$ cat src/rtl/ftfor_pkg.sv
// Shared types and constants for the first-touch fill-order remapper.
// Used by the controller, the datapath and the top level; no dependencies.
`timescale 1ns / 1ps

package ftfor_pkg;

    localparam int ADDR_W       = 48;
    localparam int BLOCK_BYTES  = 64;
    localparam int OFFS_W       = $clog2(BLOCK_BYTES);
    localparam int MAP_BLOCKS   = 4096;
    localparam int IDX_W        = $clog2(MAP_BLOCKS);
    localparam int DEVICE_COUNT = 3;
    localparam int FILL_W       = $clog2(DEVICE_COUNT + 1);
    localparam int SUM_W        = ADDR_W + 2;
    localparam int CFG_IDX_W    = 3;
    localparam int STATUS_W     = 2;
    localparam int S_TDATA_W    = 48;
    localparam int M_TDATA_W    = 56;

    localparam logic [ADDR_W-1:0] ADDR_MAX = '1;

    typedef enum logic [CFG_IDX_W-1:0] {
        CFG_DEV0_BASE = 3'd0,
        CFG_DEV0_SIZE = 3'd1,
        CFG_DEV1_BASE = 3'd2,
        CFG_DEV1_SIZE = 3'd3,
        CFG_DEV2_BASE = 3'd4,
        CFG_DEV2_SIZE = 3'd5
    } t_cfg_reg;

    typedef enum logic [STATUS_W-1:0] {
        ST_HIT   = 2'd0,
        ST_NEW   = 2'd1,
        ST_RANGE = 2'd2,
        ST_OOM   = 2'd3
    } t_status;

    typedef enum logic [3:0] {
        S_CLEAR,
        S_IDLE,
        S_RANGE,
        S_OFFSET,
        S_INDEX,
        S_LOOKUP,
        S_SKIP,
        S_ALLOC,
        S_OUT
    } t_state;

    typedef struct packed {
        logic clr_step;
        logic load_req;
        logic do_range;
        logic do_offset;
        logic do_index;
        logic do_skip;
        logic do_alloc;
        logic set_hit;
        logic set_fault_range;
        logic set_fault_oom;
    } t_dp_cmd;

    typedef struct packed {
        logic clr_last;
        logic out_of_range;
        logic valid_hit;
        logic exhausted;
        logic fill_full;
    } t_dp_stat;

endpackage

$ cat src/rtl/ftfor_ctrl.sv
// Controller state machine of the remapper: sequences clear sweep, lookup,
// allocation and result transactions. Depends on ftfor_pkg.
`timescale 1ns / 1ps

module ftfor_ctrl (
    input  logic                i_clk,
    input  logic                i_rst_n,
    input  logic                i_in_valid,
    output logic                o_in_ready,
    output logic                o_out_valid,
    input  logic                i_out_ready,
    output ftfor_pkg::t_dp_cmd  o_cmd,
    input  ftfor_pkg::t_dp_stat i_stat
);
    import ftfor_pkg::*;

    t_state r_state;
    t_state n_state;

    always_ff @(posedge i_clk) begin
        if (!i_rst_n) begin
            r_state <= S_CLEAR;
        end else begin
            r_state <= n_state;
        end
    end

    always_comb begin
        n_state = r_state;
        unique case (r_state)
            S_CLEAR: begin
                if (i_stat.clr_last) n_state = S_IDLE;
            end
            S_IDLE: begin
                if (i_in_valid) n_state = S_RANGE;
            end
            S_RANGE:  n_state = S_OFFSET;
            S_OFFSET: n_state = S_INDEX;
            S_INDEX: begin
                n_state = i_stat.out_of_range ? S_OUT : S_LOOKUP;
            end
            S_LOOKUP: begin
                n_state = i_stat.valid_hit ? S_OUT : S_SKIP;
            end
            S_SKIP: begin
                priority if (i_stat.exhausted) n_state = S_OUT;
                else if (i_stat.fill_full)     n_state = S_SKIP;
                else                           n_state = S_ALLOC;
            end
            S_ALLOC: n_state = S_OUT;
            S_OUT: begin
                if (i_out_ready) n_state = S_IDLE;
            end
            default: n_state = S_CLEAR;
        endcase
    end

    always_comb begin
        o_cmd       = '0;
        o_in_ready  = 1'b0;
        o_out_valid = 1'b0;
        unique case (r_state)
            S_CLEAR: o_cmd.clr_step = 1'b1;
            S_IDLE: begin
                o_in_ready     = 1'b1;
                o_cmd.load_req = i_in_valid;
            end
            S_RANGE:  o_cmd.do_range  = 1'b1;
            S_OFFSET: o_cmd.do_offset = 1'b1;
            S_INDEX: begin
                o_cmd.do_index        = !i_stat.out_of_range;
                o_cmd.set_fault_range = i_stat.out_of_range;
            end
            S_LOOKUP: o_cmd.set_hit = i_stat.valid_hit;
            S_SKIP: begin
                o_cmd.set_fault_oom = i_stat.exhausted;
                o_cmd.do_skip       = !i_stat.exhausted && i_stat.fill_full;
            end
            S_ALLOC: o_cmd.do_alloc = 1'b1;
            S_OUT:   o_out_valid    = 1'b1;
            default: o_cmd = '0;
        endcase
    end

`ifndef ASSERT_OFF
    a_no_overlap: assert property (@(posedge i_clk) disable iff (!i_rst_n)
        !(o_in_ready && o_out_valid))
        else $error("input and output transactions offered together");

    a_clear_blocks: assert property (@(posedge i_clk) disable iff (!i_rst_n)
        (r_state == S_CLEAR) |-> !o_in_ready)
        else $error("request taken during clear sweep");

    a_out_done: assert property (@(posedge i_clk) disable iff (!i_rst_n)
        (o_out_valid && i_out_ready) |=> (r_state == S_IDLE))
        else $error("no return to idle after result transaction");
`endif

endmodule

$ cat config.mk
export PLATFORM = sky130hd
export DESIGN_NAME = ftfor_ctrl
export DESIGN_NICKNAME = d
export VERILOG_FILES = /design/src/rtl/ftfor_pkg.sv /design/src/rtl/ftfor_ctrl.sv
export SDC_FILE = /design/constraint.sdc
export NUM_CORES = 1
export LEC_CHECK = 0
export BUFFER_PORTS_ARGS = -buffer_cell sky130_fd_sc_hd__buf_2
export CAP_MARGIN = 20
export CELL_PAD_IN_SITES_DETAIL_PLACEMENT = 0
export CELL_PAD_IN_SITES_GLOBAL_PLACEMENT = 2
export CORE_UTILIZATION = 19
export CTS_CLUSTER_DIAMETER = 100
export DETAILED_ROUTE_END_ITERATION = 12
export PLACE_DENSITY = 0.73
export SLEW_MARGIN = 20
export SYNTH_ARGS = -nofsm -noshare
export SYNTH_HDL_FRONTEND = slang
export SYNTH_SLANG_ARGS = --single-unit
$ cat constraint.sdc
create_clock -name i_clk -period 1.9 [get_ports i_clk]
set_input_delay 0.285 -clock i_clk [delete_from_list [all_inputs] [get_ports i_clk]]
set_output_delay 0.285 -clock i_clk [all_outputs]
set_load 0.05 [all_outputs]
Word-level counts from Yosys, hierarchy flattened
Cells that the tools add are included.

Divide/modulo/power cells: 0. Mux-type cells: 20. Multipliers: 0. Bitwise gates (word level): 0. Order comparisons: 0. Add/sub/neg operators: 0. Shift operators: 0. Equal/unequal tests: 11. Reductions and logical operators: 5.

Operators by type and width (count): $pmux W4 S9 (1); $mux W4 (6); $eq A4 B3 Y1 const B (4); $mux W1 (13); $eq A4 B2 Y1 const B (2); $ne A2 B2 Y1 const B (3); $eq A4 B1 Y1 const B (1); $eq A4 B4 Y1 const B (1); $logic_not A4 Y1 (1); $reduce_and A3 Y1 (1); $logic_not A1 Y1 (2); $logic_and A1 B1 Y1 (1).

Input bits: 9. Register bits after elaboration: 4. Logic and storage cells: 37. Bits in read-only memories: 0. Memories kept: 0. Bits in latches: 0. Output and inout bits: 12. Bits in writable memories: 0.

Depth between registers and ports, before layout
Gate-level depths: netlist of run 1.

Word-level depth: 3. Gate-level depth with buffers: 6. Gate-level depth less buffers: 4.

Worst setup path after synthesis of run 1
OpenSTA, ideal clock, no wires.

Path kind: register to output. Start point: register r_state[1]. End point: output o_cmd[8] in the netlist's numbering. Path buffers: 2. Slack: -0.776 ns. Arrival time: 2.391 ns. Stages on the path, launching flop included: 5. Data required time: 1.615 ns. Path through: dfxtp_1 clkbuf_1 clkbuf_1 nor3_1 and2_1.

RTL lines: start, declared (line ftfor_ctrl.sv:17) `t_state r_state;`; start signal, assigned (line ftfor_ctrl.sv:24) `r_state <= n_state;`; end, declared (line ftfor_ctrl.sv:12) `output ftfor_pkg::t_dp_cmd o_cmd,`.

==> impl_metrics.json, run 1 <==
{
  "cts_setup_buffers": 0,
  "synth-edff-count": 0,
  "drc": 0,
  "place_area_um2": 525.5,
  "clock_skew_ns": 0.005950,
  "drive_gt1_share_pct": 46.67,
  "min_path_cells": 2,
  "synth.avg_cell_area_um2": 6.634,
  "final_cell_area_um2": 558.0,
  "largest_reg_flops": 4,
  "gp_congestion": 0.7882,
  "synth_top_family_by_area": "simple AND/OR/NAND/NOR gates",
  "hold_path_class": "primary input to register",
  "leakagePower_nw": 0.2503,
  "rsz0062_at_grt": "false",
  "async_reset_ff_share_pct": 0,
  "rr_startpoint": "r_state[0]",
  "final.setup.worst_slack_ns": 0.1066,
  "hold_viol_final": 0,
  "crit_end": "o_cmd[8]",
  "fin_util_pct": 32.32,
  "preCtsSetupSlack_ns": 0.2099,
  "seq_area_frac_synth_pct": 22.78,
  "rr_worst_depth": 4,
  "numPortBuffers": 20,
  "relSlewSlack_pct": 78.87,
  "setup_tns_ns": 0,
  "syn_area_um2": 351.6,
  "drt-total-wl_mm": 1.154,
  "min_from": "i_rst_n",
  "diodes": 0,
  "synthesis.nets": 62,
  "slew_violations": 0,
  "cp.arrival_ns": 1.51,
  "ctsResizeCount": 1,
  "layout.cells.non_filler": 100,
  "synth_seq_cells": 4,
  "setup_viol": 0,
  "fp.coreArea_um2": 1727,
  "crit_fanout": 8,
  "nets": 86,
  "drt_iter0_drc": 40,
  "htreeDepth": 1,
  "die_y_um": 45.02,
  "crit_slowest_cell": "dfxtp_2",
  "cp-start-kind": "register",
  "synth_cell_types": 26,
  "top_register": "r_state",
  "r2r_end": "r_state[0]",
  "synthFlopType": "dfxtp_1",
  "reg.largest.list": "r_state (4)",
  "path_clk_slew_ns": 0.04,
  "cts_sinks": 4,
  "place_hpwl_um": 944.5,
  "via_count": 470,
  "cp_data_required_time_ns": 1.62,
  "ir_drop_mv": 0.4092,
  "first_global_vias": 433,
  "synthAdderAreaFrac_pct": 0,
  "firstDrtPassIters": 4,
  "clk_latency_ns": 0.24,
  "grt.overflow.total": 0,
  "grt.total_usage_pct": 13.10,
  "synthMuxAreaShare_pct": 0,
  "cts_tree": "built",
  "yosys.area_share.xor_xnor_pct": 0,
  "status": "finished, final reports clean",
  "placed_cells": 97,
  "cts-root-buf": "clkbuf_4",
  "cts_hold_buf": 0,
  "final.fill_count": 202,
  "yosysWarnings": 0,
  "powerDensity_nw_per_um2": 773.8,
  "cp-end-kind": "primary output",
  "numCtsBuffers": 3,
  "postRouteAntennaNets": 0,
  "syn2layout_area_growth_pct": 58.72,
  "ff2ff_setup_slack_ns": 0.22,
  "start_util_pct": 20.36,
  "crit_start": "r_state[0]",
  "worstMarginPinSlew_ns": 0.3169,
  "synth-simple-area-share_pct": 42.70,
  "die_w_um": 45.02,
  "die_area_um2": 2026,
  "timing_worst_setup_path_type": "register to primary output",
  "synth_compound_area_share_pct": 24.20,
  "cpPeakStageDelay_ns": 0.39,
  "antenna_found_initial": 0,
  "grt_max_degree": 16,
  "num_rows": 15,
  "min_period_over_period_pct": 94.39,
  "path_cells": "or2b_1 -> nor3_2 -> and2_1 -> buf_4",
  "period_needed_ns": 1.793,
  "grt_pass1_wl_mm": 1.904,
  "synth_cells": 53,
  "vias_per_cell": 4.700,
  "clockBufferDepth": 2,
  "wl_per_cell_um": 11.54,
  "fmax_ghz": 0.5576,
  "ioPinCount": 21,
  "cap_violations": 0
}
## critical path, delay by kind of cell, from the launching register on
family / cells / cell delay (ns)
simple gates: 3 / 0.69
flops: 1 / 0.39
buf+inv: 1 / 0.19
## cells in the mapped netlist (all sizes together) (2+ instances only)
cell | n | share of area, %
inv | 5 | 5.3
clkbuf | 3 | 3.6
a21oi | 2 | 2.8
o21ai | 2 | 2.8
nor3 | 5 | 7.1
and2 | 2 | 3.6
nor4 | 4 | 7.1
dfxtp | 4 | 23
nand2 | 4 | 4.3
nor2 | 6 | 6.4
o31a | 2 | 5.0
## cells by family after synthesis
| family | count (synthesis) |
|---|---|
| AND/OR/NAND/NOR | 28 |
| AO/OA/AOI/OAI | 12 |
| buffers and inverters | 9 |
| flip-flops | 4 |
## per-stage QoR
stage / hold slack (ns) / total power, W
detailed placement: 0.5552 / 0.0003228
finish: 0.3166 / 0.0004318
global placement: 0.5561 / 0.0003249
CTS: 0.3035 / 0.0004368
global route: 0.3064 / 0.0004607
floorplan: 0.4028 / 0.0002731
## report_power, final
| group | switching (W) | total [W] | internal (W) |
|---|---|---|---|
| Clock | 0.0000360 | 0.000107 | 0.0000708 |
| Sequential | 0.0000125 | 0.000107 | 0.0000942 |
| Combinational | 0.000152 | 0.000218 | 0.0000662 |
| Total | 0.000201 | 0.000432 | 0.000231 |
## final cells by class
cell class,instances,area [um2],share of cell area (%)
well taps,25,31.28,5.605
flip-flops and latches,4,82.58,14.80
repair buffers,23,130.1,23.32
inverters,5,18.77,3.363
clock buffers,3,22.52,4.036
multi-input cells,40,272.8,48.88
## layer usage
| metal | share of wire [%] | wire [um] | global-route usage [%] | up-vias |
|---|---|---|---|---|
| li1 | - | - | - | 235 |
| met1 | 48 | 554 | 18.25 | 221 |
| met2 | 45 | 518 | 17.10 | 14 |
| met3 | 6.9 | 80 | 4.000 | 0 |
| met4 | 0 | 0 | 8.485 | 0 |
| met5 | 0 | 0 | 0 | - |
## how the worst min path moves through the flow
stage | end | slack, ns
finish | r_state[0] | 0.32
global route | r_state[2] | 0.31
CTS | r_state[0] | 0.30
detailed placement | r_state[0] | 0.56
global placement | r_state[0] | 0.56
floorplan | r_state[0] | 0.40
## cell usage in the layout, fill, tap and decap left out, types with 2 or more instances in the layout
cell and instances:
buf_2 17, nor2_1 5, inv_1 5, buf_4 5, nand2_1 4, clkbuf_4 4
nor4_2 3, nor3_1 3, nor3_2 2, and2_1 2, o21ai_0 2, a21oi_1 2
o31a_1 2, dfxtp_2 2, dfxtp_1 2
Note: power is estimated with default switching activity, not from simulation.
==> run 2: changes to the inputs <==
--- a/config.mk
+++ b/config.mk
@@ -5,11 +5,13 @@
 export SDC_FILE = /design/constraint.sdc
 export NUM_CORES = 1
 export LEC_CHECK = 0
+export ABC_AREA = 1
 export BUFFER_PORTS_ARGS = -buffer_cell sky130_fd_sc_hd__buf_2
 export CAP_MARGIN = 20
 export CELL_PAD_IN_SITES_DETAIL_PLACEMENT = 0
 export CELL_PAD_IN_SITES_GLOBAL_PLACEMENT = 2
-export CORE_UTILIZATION = 19
+export CORE_MARGIN = 10
+export CORE_UTILIZATION = 18
 export CTS_CLUSTER_DIAMETER = 100
 export DETAILED_ROUTE_END_ITERATION = 12
 export PLACE_DENSITY = 0.73
==> impl_metrics.json, run 2 <==
{
  "hold_viol_final": 0,
  "synth_area_leaders": "dfxtp_1, inv_1, nor2_1",
  "final_common_cell": "buf_2",
  "start_util_pct": 19.01,
  "final_cell_area_um2": 529.3,
  "worstMarginPinSlew_ns": 0.2503,
  "status": "finished, final reports clean",
  "p_int_w": 0.0002544,
  "layout_common_cells": "buf_2, inv_1, nor2_1, nand2_1, nand3_1",
  "cts_hold_buf": 0,
  "antenna_found_initial": 0,
  "nets": 103,
  "crit_start": "r_state[2]",
  "swShare_pct": 53.92,
  "synthTopCellsByCount": "inv_1, nor2_1, nand2_1, nand3_1, dfxtp_1",
  "min_from": "i_rst_n",
  "relSlewSlack_pct": 83.29,
  "yosysMostFrequentCell": "inv_1",
  "seq_power_share_pct": 22.5,
  "min_period_over_period_pct": 88.11,
  "rr_startpoint": "r_state[2]",
  "synth_seq_cells": 4,
  "cp-start-kind": "register",
  "grt_max_degree": 7,
  "ioPinCount": 21,
  "largest_reg_flops": 4,
  "place_hpwl_mm": 1.028,
  "yosysTopAreaCell": "dfxtp_1",
  "period_needed_ns": 1.674,
  "cap_violations": 0,
  "cp_num_buf_inv": 2,
  "syn_area_um2": 372.9,
  "cts_tree": "built",
  "synth.avg_cell_area_um2": 5.404,
  "fp.coreArea_um2": 1962,
  "die_w_um": 65.51,
  "async_reset_ff_share_pct": 0,
  "pwr-share-comb_pct": 58.9,
  "grt_pass1_wl_mm": 1.897,
  "yosysWarnings": 0,
  "cts_setup_buffers": 0,
  "drc": 0,
  "path_clk_slew_ns": 0.04,
  "p_sw_w": 0.0002977,
  "htreeDepth": 1,
  "grt.overflow.total": 0,
  "synth_cell_types": 15,
  "reg.largest.list": "r_state (4)",
  "powerDensity_nw_per_um2": 1043,
  "syn2layout_area_growth_pct": 41.95,
  "hold_ws_ns": 0.2475,
  "fmax_ghz": 0.5973,
  "clock_skew_ns": 0.00004487,
  "p_clk_share_pct": 18.7,
  "cts_sinks": 4,
  "multi_input_area_um2": 217.7,
  "wl_per_cell_um": 9.639,
  "top_register": "r_state",
  "synth_top_cell_area_share_pct": 21.48,
  "clockBufferDepth": 2,
  "via_count": 444,
  "critical_path.top_delay_family": "flip-flops",
  "gp_congestion": 0.7622,
  "hold_end": "r_state[3]",
  "cpPeakStageDelay_ns": 0.43,
  "synth-edff-count": 0,
  "r2r_end": "r_state[0]",
  "crit_fanout": 6,
  "vias_per_cell": 3.731,
  "path_cells": "nand2_2 -> inv_1 -> nand3_1 -> nor2_1 -> buf_2",
  "diodes": 0,
  "numPortBuffers": 20,
  "min_path_cells": 3,
  "drt-total-wl_mm": 1.147,
  "postRouteAntennaNets": 0,
  "drt_iter0_drc": 18,
  "fin_util_pct": 26.98,
  "rsz0062_at_grt": "false",
  "grt.total_usage_pct": 5.624,
  "leakagePower_nw": 0.3560,
  "hold_path_class": "primary input to register",
  "synth_cells": 69,
  "rr_worst_depth": 6,
  "firstDrtPassIters": 3,
  "seqCellArea_um2": 80.08,
  "num_rows": 16,
  "synthFlopType": "dfxtp_1",
  "cts-root-buf": "clkbuf_4",
  "setup_tns_ns": 0,
  "seq_area_frac_synth_pct": 21.48,
  "synthesis.nets": 78,
  "cp_data_required_time_ns": 1.62,
  "cp-end-kind": "primary output",
  "final.fill_count": 240,
  "die_y_um": 65.51,
  "slew_violations": 0,
  "crit_slowest_cell": "dfxtp_1",
  "first_global_vias": 455,
  "die_area_um2": 4292,
  "numCtsBuffers": 3,
  "ir_drop_mv": 0.2562,
  "drive_gt1_share_pct": 34.78,
  "ff2ff_setup_slack_ns": 0.73,
  "place_area_um2": 506.7,
  "ctsResizeCount": 0,
  "timing_worst_setup_path_type": "register to primary output",
  "cp.arrival_ns": 1.39,
  "setup_viol": 0,
  "clk_latency_ns": 0.23
}
[run 2: changes by cell type after synthesis, moves of 3 or more]
cell and delta:
inv_1 +13, nand2_1 +5, nand2_2 +3, nand3_1 +7, nor2_1 +9, nor4_1 -4
[run 2: cell families (layout without fill, tap and decap cells)]
family | Yosys count | in the layout | synth area share (%)
buffers and inverters | 20 | 43 | 20.13
AO/OA/AOI/OAI | 2 | 2 | 3.355
AND/OR/NAND/NOR | 43 | 43 | 55.03
flip-flops | 4 | 4 | 21.48
[run 2: stage by stage]
step	total power (W)	std cells	setup slack (ns)
floorplan	0.0003794	69	0.02139
global placement	0.0004583	116	0.4318
detailed placement	0.0004535	116	0.4596
CTS	0.0005644	119	0.1950
global route	0.0006028	119	0.1048
finish	0.0005522	119	0.2259
[run 2: worst register-to-register path: stages (launching register included)]
cell	delay, ns
dfxtp_1	0.36
nor2_1	0.23
nand3_2	0.12
nor2_1	0.15
nor2_1	0.08
nand2_1	0.06
a21oi_1	0.05
[run 2: area by class of cell]
cell class / instances / area share [%]
Clock buffer: 3 / 4.255
Inverter: 20 / 14.18
Multi-Input combinational cell: 45 / 41.13
Sequential cell: 4 / 15.13
Tap cell: 27 / 6.383
Timing Repair Buffer: 20 / 18.91
[run 2: how the worst max path moves through the flow]
| stage | slack, ns | to | cells after the start |
|---|---|---|---|
| after floorplan | 0.02 | o_cmd[0] | 2 |
| after global placement | 0.43 | o_cmd[4] | 5 |
| after detailed placement | 0.46 | o_cmd[4] | 5 |
| after CTS | 0.20 | o_cmd[4] | 5 |
| after global routing | 0.10 | o_cmd[4] | 5 |
| final | 0.23 | o_cmd[4] | 5 |
[run 2: power groups by stage]
| stage | logic (W) | registers (W) | clock network, W |
|---|---|---|---|
| after floorplan | 0.000259 | 0.000121 | 0 |
| after global placement | 0.000333 | 0.000125 | 0 |
| after detailed placement | 0.000329 | 0.000125 | 0 |
| after CTS | 0.000330 | 0.000124 | 0.000111 |
| after global routing | 0.000358 | 0.000127 | 0.000117 |
| final | 0.000325 | 0.000124 | 0.000103 |
[run 2: per-layer routing]
layer	vias to the layer above	share of wire (%)	global-route usage [%]	routed length [um]
met5	-	0	0	0
met4	0	0	4.011	0
met3	0	4.9	2.034	56
met2	11	45	8.415	515
met1	177	50	6.464	576
li1	256	-	-	-
